[src/sfrcf_pkg.sv]
// Types and codes for the serial front end with real-time command filter.
// No dependencies.
`timescale 1ns / 1ps
`default_nettype none

package sfrcf_pkg;

    typedef logic [7:0] byte_t;

    localparam int MODE_W = 3;
    typedef logic [MODE_W-1:0] mode_t;

    localparam mode_t MODE_LINE_RX  = 3'd0;
    localparam mode_t MODE_HOST_RD  = 3'd1;
    localparam mode_t MODE_HOST_WR  = 3'd2;
    localparam mode_t MODE_TX_READY = 3'd3;
    localparam mode_t MODE_RX_FLUSH = 3'd4;

    localparam int CFG_IDX_W = 3;
    typedef logic [CFG_IDX_W-1:0] cfg_idx_t;

    localparam cfg_idx_t CFG_STATUS_REPORT = 3'd0;
    localparam cfg_idx_t CFG_CYCLE_START   = 3'd1;
    localparam cfg_idx_t CFG_FEED_HOLD     = 3'd2;
    localparam cfg_idx_t CFG_RESET_CHAR    = 3'd3;

    localparam byte_t STATUS_REPORT_RST = 8'd63;
    localparam byte_t CYCLE_START_RST   = 8'd126;
    localparam byte_t FEED_HOLD_RST     = 8'd33;
    localparam byte_t RESET_CHAR_RST    = 8'd24;

    // Result flags carried from the access stage to the output register
    typedef struct packed {
        logic read_valid;
        logic line_valid;
        logic status_report_req;
        logic cycle_start_req;
        logic feed_hold_req;
        logic reset_req;
        logic rx_overflow;
        logic tx_refused;
        logic tx_pending;
    } flags_t;

endpackage

`default_nettype wire

[src/serial_fifo_realtime_cmd_filter.sv]
// One event per cycle is accepted while the output is not stalled by out_ready.
// Stage 1 updates the ring pointers and accesses the RX or TX memory (one port each
// for write and read, read data registered); stage 2 is the output register.
// Reset (async, active low) clears pointers and valids and sets the command
// registers to their defaults; memory contents are not cleared, only entries
// already written are ever read. Depends on sfrcf_pkg.
`timescale 1ns / 1ps
`default_nettype none

module serial_fifo_realtime_cmd_filter
    import sfrcf_pkg::*;
#(
    parameter int RX_DEPTH = 128,
    parameter int TX_DEPTH = 64
)
(
    input  wire logic     clk,
    input  wire logic     rst_n,

    input  wire logic     cfg_we,
    input  wire cfg_idx_t cfg_index,
    input  wire byte_t    cfg_data,

    input  wire logic     in_valid,
    output logic          in_ready,
    input  wire mode_t    mode,
    input  wire byte_t    byte_in,

    output logic          out_valid,
    input  wire logic     out_ready,
    output byte_t         read_data,
    output logic          read_valid,
    output byte_t         line_byte,
    output logic          line_valid,
    output logic          status_report_req,
    output logic          cycle_start_req,
    output logic          feed_hold_req,
    output logic          reset_req,
    output logic          rx_overflow,
    output logic          tx_refused,
    output logic          tx_pending
);

    localparam int RX_PW = (RX_DEPTH > 1) ? $clog2(RX_DEPTH) : 1;
    localparam int TX_PW = (TX_DEPTH > 1) ? $clog2(TX_DEPTH) : 1;
    localparam logic [RX_PW-1:0] RX_LAST = RX_PW'(RX_DEPTH - 1);
    localparam logic [TX_PW-1:0] TX_LAST = TX_PW'(TX_DEPTH - 1);

    // Command registers
    byte_t status_char_reg, cycle_char_reg, hold_char_reg, reset_char_reg;

    always_ff @(posedge clk or negedge rst_n)
    begin
        if (!rst_n)
        begin
            status_char_reg <= STATUS_REPORT_RST;
            cycle_char_reg  <= CYCLE_START_RST;
            hold_char_reg   <= FEED_HOLD_RST;
            reset_char_reg  <= RESET_CHAR_RST;
        end
        else if (cfg_we)
        begin
            unique case (cfg_index)
                CFG_STATUS_REPORT: status_char_reg <= cfg_data;
                CFG_CYCLE_START:   cycle_char_reg  <= cfg_data;
                CFG_FEED_HOLD:     hold_char_reg   <= cfg_data;
                CFG_RESET_CHAR:    reset_char_reg  <= cfg_data;
                default: ;
            endcase
        end
    end

    // Memories
    byte_t rx_mem [RX_DEPTH];
    byte_t tx_mem [TX_DEPTH];

    logic [RX_PW-1:0] rx_wr_reg, rx_rd_reg, rx_wr_next, rx_rd_next, rx_wr_bump, rx_rd_bump;
    logic [TX_PW-1:0] tx_wr_reg, tx_rd_reg, tx_wr_next, tx_rd_next, tx_wr_bump, tx_rd_bump;

    logic   s1_valid_reg;
    flags_t s1_flags_reg, s1_flags_next;
    byte_t  rx_rdata_reg, tx_rdata_reg;

    logic   out_valid_reg;
    flags_t out_flags_reg;
    byte_t  read_data_reg, line_byte_reg;

    logic s1_adv, accept;
    logic rx_we, rx_re, tx_we, tx_re;

    assign s1_adv   = s1_valid_reg && (!out_valid_reg || out_ready);
    assign in_ready = !s1_valid_reg || s1_adv;
    assign accept   = in_valid && in_ready;

    assign rx_wr_bump = (rx_wr_reg == RX_LAST) ? '0 : rx_wr_reg + 1'b1;
    assign rx_rd_bump = (rx_rd_reg == RX_LAST) ? '0 : rx_rd_reg + 1'b1;
    assign tx_wr_bump = (tx_wr_reg == TX_LAST) ? '0 : tx_wr_reg + 1'b1;
    assign tx_rd_bump = (tx_rd_reg == TX_LAST) ? '0 : tx_rd_reg + 1'b1;

    always_comb
    begin
        s1_flags_next = '0;
        rx_wr_next    = rx_wr_reg;
        rx_rd_next    = rx_rd_reg;
        tx_wr_next    = tx_wr_reg;
        tx_rd_next    = tx_rd_reg;
        rx_we         = 1'b0;
        rx_re         = 1'b0;
        tx_we         = 1'b0;
        tx_re         = 1'b0;
        unique case (mode)
            MODE_LINE_RX:
            begin
                // Catch command bytes in priority order; they never reach the ring
                if (byte_in == status_char_reg)
                    s1_flags_next.status_report_req = 1'b1;
                else if (byte_in == cycle_char_reg)
                    s1_flags_next.cycle_start_req = 1'b1;
                else if (byte_in == hold_char_reg)
                    s1_flags_next.feed_hold_req = 1'b1;
                else if (byte_in == reset_char_reg)
                    s1_flags_next.reset_req = 1'b1;
                else if (rx_wr_bump != rx_rd_reg)
                begin
                    rx_we      = 1'b1;
                    rx_wr_next = rx_wr_bump;
                end
                else
                    s1_flags_next.rx_overflow = 1'b1;
            end
            MODE_HOST_RD:
            begin
                if (rx_rd_reg != rx_wr_reg)
                begin
                    rx_re                    = 1'b1;
                    rx_rd_next               = rx_rd_bump;
                    s1_flags_next.read_valid = 1'b1;
                end
            end
            MODE_HOST_WR:
            begin
                if (tx_wr_bump != tx_rd_reg)
                begin
                    tx_we      = 1'b1;
                    tx_wr_next = tx_wr_bump;
                end
                else
                    s1_flags_next.tx_refused = 1'b1;
            end
            MODE_TX_READY:
            begin
                if (tx_rd_reg != tx_wr_reg)
                begin
                    tx_re                    = 1'b1;
                    tx_rd_next               = tx_rd_bump;
                    s1_flags_next.line_valid = 1'b1;
                end
            end
            MODE_RX_FLUSH: rx_rd_next = rx_wr_reg;
            default: ;
        endcase
        s1_flags_next.tx_pending = (tx_rd_next != tx_wr_next);
    end

    // Memory ports: a read never targets the entry written in the same cycle,
    // since reads only cover entries between the pointers
    always_ff @(posedge clk)
    begin
        if (accept && rx_we)
            rx_mem[rx_wr_reg] <= byte_in;
        if (accept && rx_re)
            rx_rdata_reg <= rx_mem[rx_rd_reg];
        if (accept && tx_we)
            tx_mem[tx_wr_reg] <= byte_in;
        if (accept && tx_re)
            tx_rdata_reg <= tx_mem[tx_rd_reg];
    end

    always_ff @(posedge clk or negedge rst_n)
    begin
        if (!rst_n)
        begin
            rx_wr_reg    <= '0;
            rx_rd_reg    <= '0;
            tx_wr_reg    <= '0;
            tx_rd_reg    <= '0;
            s1_valid_reg <= 1'b0;
        end
        else
        begin
            if (accept)
            begin
                rx_wr_reg <= rx_wr_next;
                rx_rd_reg <= rx_rd_next;
                tx_wr_reg <= tx_wr_next;
                tx_rd_reg <= tx_rd_next;
            end
            if (accept)
                s1_valid_reg <= 1'b1;
            else if (s1_adv)
                s1_valid_reg <= 1'b0;
        end
    end

    always_ff @(posedge clk)
    begin
        if (accept)
            s1_flags_reg <= s1_flags_next;
    end

    // Output register
    always_ff @(posedge clk or negedge rst_n)
    begin
        if (!rst_n)
            out_valid_reg <= 1'b0;
        else if (s1_adv)
            out_valid_reg <= 1'b1;
        else if (out_ready)
            out_valid_reg <= 1'b0;
    end

    always_ff @(posedge clk)
    begin
        if (s1_adv)
        begin
            out_flags_reg <= s1_flags_reg;
            read_data_reg <= s1_flags_reg.read_valid ? rx_rdata_reg : '0;
            line_byte_reg <= s1_flags_reg.line_valid ? tx_rdata_reg : '0;
        end
    end

    assign out_valid         = out_valid_reg;
    assign read_data         = read_data_reg;
    assign line_byte         = line_byte_reg;
    assign read_valid        = out_flags_reg.read_valid;
    assign line_valid        = out_flags_reg.line_valid;
    assign status_report_req = out_flags_reg.status_report_req;
    assign cycle_start_req   = out_flags_reg.cycle_start_req;
    assign feed_hold_req     = out_flags_reg.feed_hold_req;
    assign reset_req         = out_flags_reg.reset_req;
    assign rx_overflow       = out_flags_reg.rx_overflow;
    assign tx_refused        = out_flags_reg.tx_refused;
    assign tx_pending        = out_flags_reg.tx_pending;

endmodule

`default_nettype wire

[config.mk]
export PLATFORM = sky130hd
export DESIGN_NAME = serial_fifo_realtime_cmd_filter
export DESIGN_NICKNAME = d
export VERILOG_FILES = /design/src/sfrcf_pkg.sv /design/src/serial_fifo_realtime_cmd_filter.sv
export SDC_FILE = /design/constraint.sdc
export NUM_CORES = 2
export LEC_CHECK = 0
export ABC_CLOCK_PERIOD_IN_PS = 6300
export BUFFER_PORTS_ARGS = -buffer_cell sky130_fd_sc_hd__buf_4
export CORE_UTILIZATION = 55
export DETAILED_ROUTE_END_ITERATION = 16
export GPL_TIMING_DRIVEN = 1
export PLACE_DENSITY_LB_ADDON = 0.25
export SETUP_SLACK_MARGIN = 0.5
export SLEW_MARGIN = 40
export SYNTH_ARGS = -nofsm -noshare
export SYNTH_HDL_FRONTEND = slang
export SYNTH_SLANG_ARGS = --single-unit
[constraint.sdc]
create_clock -name clk -period 6.3 [get_ports clk]
set_input_delay 0.63 -clock clk [delete_from_list [all_inputs] [get_ports clk]]
set_output_delay 0.63 -clock clk [all_outputs]
set_load 0.03 [all_outputs]
# Word level (Yosys, flattened, before mapping)
# Memory sizes are Yosys's and may differ from the RTL's. A register that Yosys moved wholly into a read port is not among the register bits.
# Index checks and enable logic that the tools add are counted.
[totals]
ff_bits = 94
ram_bits = 1536
out_inout_bits = 27
wordCells = 123
n_memories = 2
[classes]
addsub = 4
n_eq_ne = 21
n_mux = 36
bitwise_logic = 5
n_reduce_logical = 25
[memory_table]
columns = ["name", "words", "width", "read_ports", "rd_clocked_by_memory_dff", "write_ports", "line_no", "source"]
rows = [
  ["rx_mem", 128, 8, 1, 1, 1, "serial_fifo_realtime_cmd_filter.sv:74", "byte_t rx_mem [RX_DEPTH];"],
  ["tx_mem", 64, 8, 1, 1, 1, "serial_fifo_realtime_cmd_filter.sv:75", "byte_t tx_mem [TX_DEPTH];"],
]
[ops]
columns = ["op", "n"]
rows = [
  ["$mux W6", 6],
  ["$eq A8 B8 Y1", 4],
  ["$mux W1", 26],
  ["$mux W7", 3],
  ["$ne A6 B6 Y1", 3],
  ["$add A7 B1 Y7 const B", 2],
  ["$eq A7 B7 Y1 const B", 2],
  ["$ne A7 B7 Y1", 2],
  ["$pmux W7 S2", 1],
  ["$add A6 B1 Y6 const B", 2],
  ["$eq A3 B2 Y1 const B", 4],
  ["$eq A6 B6 Y1 const B", 2],
  ["$reduce_and A2 Y1", 4],
  ["$reduce_and A7 Y1", 1],
  ["$eq A3 B1 Y1 const B", 2],
  ["$logic_and A1 B1 Y1", 6],
  ["$logic_not A3 Y1", 2],
  ["$reduce_bool A2 Y1", 3],
  ["$not A1 Y1", 5],
  ["$reduce_or A5 Y1", 1],
  ["$reduce_or A4 Y1", 1],
  ["$eq A3 B3 Y1 const B", 1],
  ["$reduce_and A3 Y1", 1],
  ["$reduce_or A3 Y1", 1],
  ["other kinds (4)", 6],
]

# Longest topological paths before layout
[logic_depth]
depth_word = 12
mapped_depth = 12

# Least setup slack after synthesis
# OpenSTA, ideal clock, no wires.
[synth_timing]
kind = "register to register"
from = "reg rx_wr_reg[0]"
to = "mem rx_mem[31][0] (netlist bit) (enable)"
arrival_ps = 2937
required_ps = 5917
slack_ps = 2980
path_stages_with_launch = 12
path_buffers = 3
synth_period_minus_slack_ps = 3320
path_cell_list = "dfrtp_1 buf_6 and3_1 buf_4 and4_1 o21ai_1 xor2_1 and3_4 nor3_4 buf_6 nand2b_2 nor3_1"
[synth_between]
elab_chain_len = 12
elab_cells_between_ends = 13
classes_between = "1 x add/sub; 2 x eq/ne; 9 x mux; 1 x reduce/logical"
[synth_lines]
columns = ["element", "line_no", "source"]
rows = [
  ["start: declaration", "serial_fifo_realtime_cmd_filter.sv:77", "logic [RX_PW-1:0] rx_wr_reg, rx_rd_reg, rx_wr_next, rx_rd_next, rx_wr_bump, rx_rd_bump;"],
  ["start signal: assignment", "serial_fifo_realtime_cmd_filter.sv:193", "rx_wr_reg <= rx_wr_next;"],
  ["$add A7 B1 Y7 / $eq A7 B7 Y1 (equally long branches)", "serial_fifo_realtime_cmd_filter.sv:95", "assign rx_wr_bump = (rx_wr_reg == RX_LAST) ? '0 : rx_wr_reg + 1'b1;"],
  ["$mux W7", "serial_fifo_realtime_cmd_filter.sv:95", ""],
  ["$ne A7 B7 Y1", "serial_fifo_realtime_cmd_filter.sv:123", "else if (rx_wr_bump != rx_rd_reg)"],
  ["$mux W1", "serial_fifo_realtime_cmd_filter.sv:123", ""],
  ["$mux W1", "serial_fifo_realtime_cmd_filter.sv:121", "else if (byte_in == reset_char_reg)"],
  ["$mux W1", "serial_fifo_realtime_cmd_filter.sv:119", "else if (byte_in == hold_char_reg)"],
  ["$mux W1", "serial_fifo_realtime_cmd_filter.sv:117", "else if (byte_in == cycle_char_reg)"],
  ["$mux W1", "serial_fifo_realtime_cmd_filter.sv:115", "if (byte_in == status_char_reg)"],
  ["$mux W1", "serial_fifo_realtime_cmd_filter.sv:111", "unique case (mode)"],
  ["$logic_and A1 B1 Y1", "serial_fifo_realtime_cmd_filter.sv:169", "if (accept && rx_we)"],
  ["$mux W1", "serial_fifo_realtime_cmd_filter.sv:169", ""],
  ["$mux W1 (implied by the code)", "serial_fifo_realtime_cmd_filter.sv:170", "rx_mem[rx_wr_reg] <= byte_in;"],
  ["end: declaration", "serial_fifo_realtime_cmd_filter.sv:74", ""],
]
# Parallel ways exist; a longest one is shown, timed or not.

# Worst setup path after layout
[layout_timing]
from = "reg rx_wr_reg[1]"
to = "mem rx_mem[43][0] (netlist bit) (enable)"
# The elaborated chain is that of the path after synthesis.

==> flow_metrics.env <==
export IMPL_clk_pin_slew_worst_paths_ns=0.06
export IMPL_worstPathArrival_ns=4.98
export IMPL_min_period_ns=4.604
export IMPL_cp_slowest_stage_delay_ns=0.78
export IMPL_ys_types=63
export IMPL_vdd_ir_drop_max_uv=329.4
export IMPL_ys_ff_latch=1646
export IMPL_hold_start="in_valid"
export IMPL_yosysWarnings=0
export IMPL_synth_most_common_cell="edfxtp_1"
export IMPL_finalWeightedCongestion=0.8659
export IMPL_cts_tree="yes"
export IMPL_power_density_nw_per_um2=400.6
export IMPL_die_area_um2=119100
export IMPL_rrSetupSlack_ns=1.70
export IMPL_slew_viol_final=0
export IMPL_grt_overflow=0
export IMPL_dieHeight_um=345.1
export IMPL_grt_max_degree=141
export IMPL_holdWs_ns=0.07073
export IMPL_grt_use_met2=0.3955
export IMPL_cts_root_buf="clkbuf_16"
export IMPL_numCtsBuffers=158
export IMPL_met3_usage=0.04874
export IMPL_hp_class="in2reg"
export IMPL_finalHoldViolCount=0
export IMPL_rsz0062_at_grt="false"
export IMPL_placementRows=125
export IMPL_postCtsSetupRepairBufs=0
export IMPL_viasPerCell=6.608
export IMPL_yosysTopAreaCell="edfxtp_1"
export IMPL_drive_gt1_frac=0.3096
export IMPL_yosysSeqAreaShare=0.7593
export IMPL_grt_pass1_wl_mm=221.4
export IMPL_synthTopCellsByCount="edfxtp_1 (1586), mux4_2 (504), nor2_1 (216)"
export IMPL_die_x_um=345.1
export IMPL_ctsHtreeMaxLevel=4
export IMPL_skew_ns=0.01996
export IMPL_endpoint_kind="flip-flop"
export IMPL_busiest_layer="met2"
export IMPL_ys_flop_type="edfxtp_1"
export IMPL_synth_async_reset_ratio=0.03645
export IMPL_status="finished clean"
export IMPL_place_hpwl_mm=93.28
export IMPL_wl_per_cell_um=32.45
export IMPL_cts_path_max_buffers=3
export IMPL_slew_headroom=0.4000
export IMPL_synth_top_area_share=0.7358
export IMPL_insertion_delay_ns=0.76
export IMPL_worstPathCellList="ha_1 -> and3_1 -> nand4_1 -> o21ai_1 -> xor2_1 -> and3_4 -> nor3_4 -> nand4b_4 -> nor2_1"
export IMPL_routed_wirelength_mm=151.3
export IMPL_startpoint="rx_wr_reg[1]"
export IMPL_grt_pass1_vias=30660
export IMPL_fmax_ghz=0.2172
export IMPL_syn_nets=2927
export IMPL_antenna_found_initial=10
export IMPL_io_buffers=53
export IMPL_largest_reg_flops=1024
export IMPL_cap_violations=0
export IMPL_firstDrtPassIters=6
export IMPL_setup_viol=0
export IMPL_crit_family="simple AND/OR/NAND/NOR gates"
export IMPL_setup_tns_ns=0
export IMPL_grt_usage=0.2593
export IMPL_drc=0
export IMPL_areaGrowthSynthToFinish_pct=11.92
export IMPL_syn_area_per_cell_um2=22.35
export IMPL_critical_path_buf_inv_count=0
export IMPL_via_count=30820
export IMPL_first_iter_violations=4534
export IMPL_initial_core_util=0.5563
export IMPL_core_area_um2=116400
export IMPL_crit_path_start_kind="flip-flop"
export IMPL_ios=54
export IMPL_cp_required_ns=6.68
export IMPL_synth_edff_count=1586
export IMPL_syn_inst=2896
export IMPL_p_leak_nw=22.53
export IMPL_drtAntennaViolNets=0
export IMPL_num_nets_final=3034
export IMPL_path_max_fanout=16
export IMPL_postCtsHoldBufs=1
export IMPL_period_share=0.7308
export IMPL_cts_sinks=1646
export IMPL_tightest_slew_ns=0.8999
export IMPL_synth_area_top_cells="edfxtp_1 (74%), mux4_2 (18%), dfrtp_1 (1.7%), nor2_1 (1.3%), mux2_2 (0.75%)"
export IMPL_met1_usage=0.3886
export IMPL_post_cts_resized=0
export IMPL_cpMaxStageDelayCell="nor2_1"
export IMPL_timing_rr_start="rx_wr_reg[1]"
export IMPL_worstSetupPathType="reg2reg"
export IMPL_syn_area_um2=64730
export IMPL_fillCellCount=7532
[cell families (layout without fill, tap and decap cells)]
group	after synthesis	in the layout	share of synthesized area
compound gates	67	67	0.006688
xor+xnor	64	64	0.008660
fa+ha+maj	4	4	0.0007732
buf+inv	166	403	0.01135
flops	1646	1646	0.7593
mux	552	552	0.1836
other cells	0	7	0
simple gates	397	397	0.02961
[cell usage in the layout (no fill, tap or decap), types with 8 or more instances in the layout]
cell / Yosys / final
nand3_1: 27 / 27
a31oi_1: 8 / 8
mux2_2: 43 / 43
bufinv_16: 0 / 24
nor3_1: 10 / 8
o21ai_0: 15 / 15
buf_6: 7 / 16
xor2_1: 25 / 25
xnor2_1: 39 / 39
a21oi_1: 19 / 18
and2_1: 22 / 21
clkbuf_1: 71 / 25
nor2_1: 216 / 177
nand2_1: 56 / 56
mux4_2: 504 / 504
edfxtp_1: 1586 / 1586
clkinv_1: 2 / 26
buf_12: 0 / 12
clkinv_2: 0 / 27
clkbuf_16: 0 / 161
clkinvlp_4: 0 / 14
nor2_2: 0 / 39
and3_1: 9 / 9
dfstp_2: 16 / 16
buf_4: 2 / 72
dfrtp_1: 44 / 37
nand4_1: 11 / 11
[through the flow]
stage	cells	cell area, um2	total power, mW	utilization	setup slack (ns)
after floorplan	2896	64730	17.33	-	2.980
after global placement	4357	66750	19.37	0.5736	1.614
after detailed placement	4364	66990	19.53	0.5757	1.562
after CTS	4655	72320	29.11	0.6215	1.717
after global routing	4664	72440	29.86	0.6226	1.467
final	4664	72440	29.02	0.6226	1.696
[final timing paths]
path | end | cells past startpoint
worst max-delay path | rx_mem[43][0] | 9
worst min-delay path | s1_valid_reg | 2
worst max register to register | rx_mem[43][0] | 9
worst min register to register | cycle_start_req | 0
max in group asynchronous | tx_rd_reg[0] | 2
min in group asynchronous | s1_valid_reg | 2
[worst register-to-register path, delay by kind of cell (launching register included)]
kind                     cells  cell delay (ns)
flip-flops                   1             0.69
XOR/XNOR                     1             0.11
AND/OR/NAND/NOR              6             2.93
AO/OA/AOI/OAI                1             0.19
adder cells (fa/ha/maj)      1             0.31
[power breakdown]
group          switching [mW]  total, mW  leakage [nW]  internal, mW
logic                    3.40       6.76          4.98          3.36
clock network            3.98       9.68          2.57          5.70
registers               0.385       12.6          15.0          12.2
[per-layer routing]
metal / vias up / wire, um
met5: - / 13
met1: 16380 / 61270
li1: 12370 / -
met4: 2 / 3710
met2: 1850 / 71920
met3: 224 / 14420
[final cells by class]
type,instances,area (um2),area share
diodes,7,17.52,0.0002418
flip-flops and latches,1646,49170,0.6788
multi-input cells,1084,14960,0.2065
inverters,10,37.54,0.0005182
clock buffers,187,4136,0.05710
repair buffers,103,1026,0.01416
well taps,1524,1907,0.02632
clock inverters,103,1189,0.01641
Power figures use the tool's default switching activity.
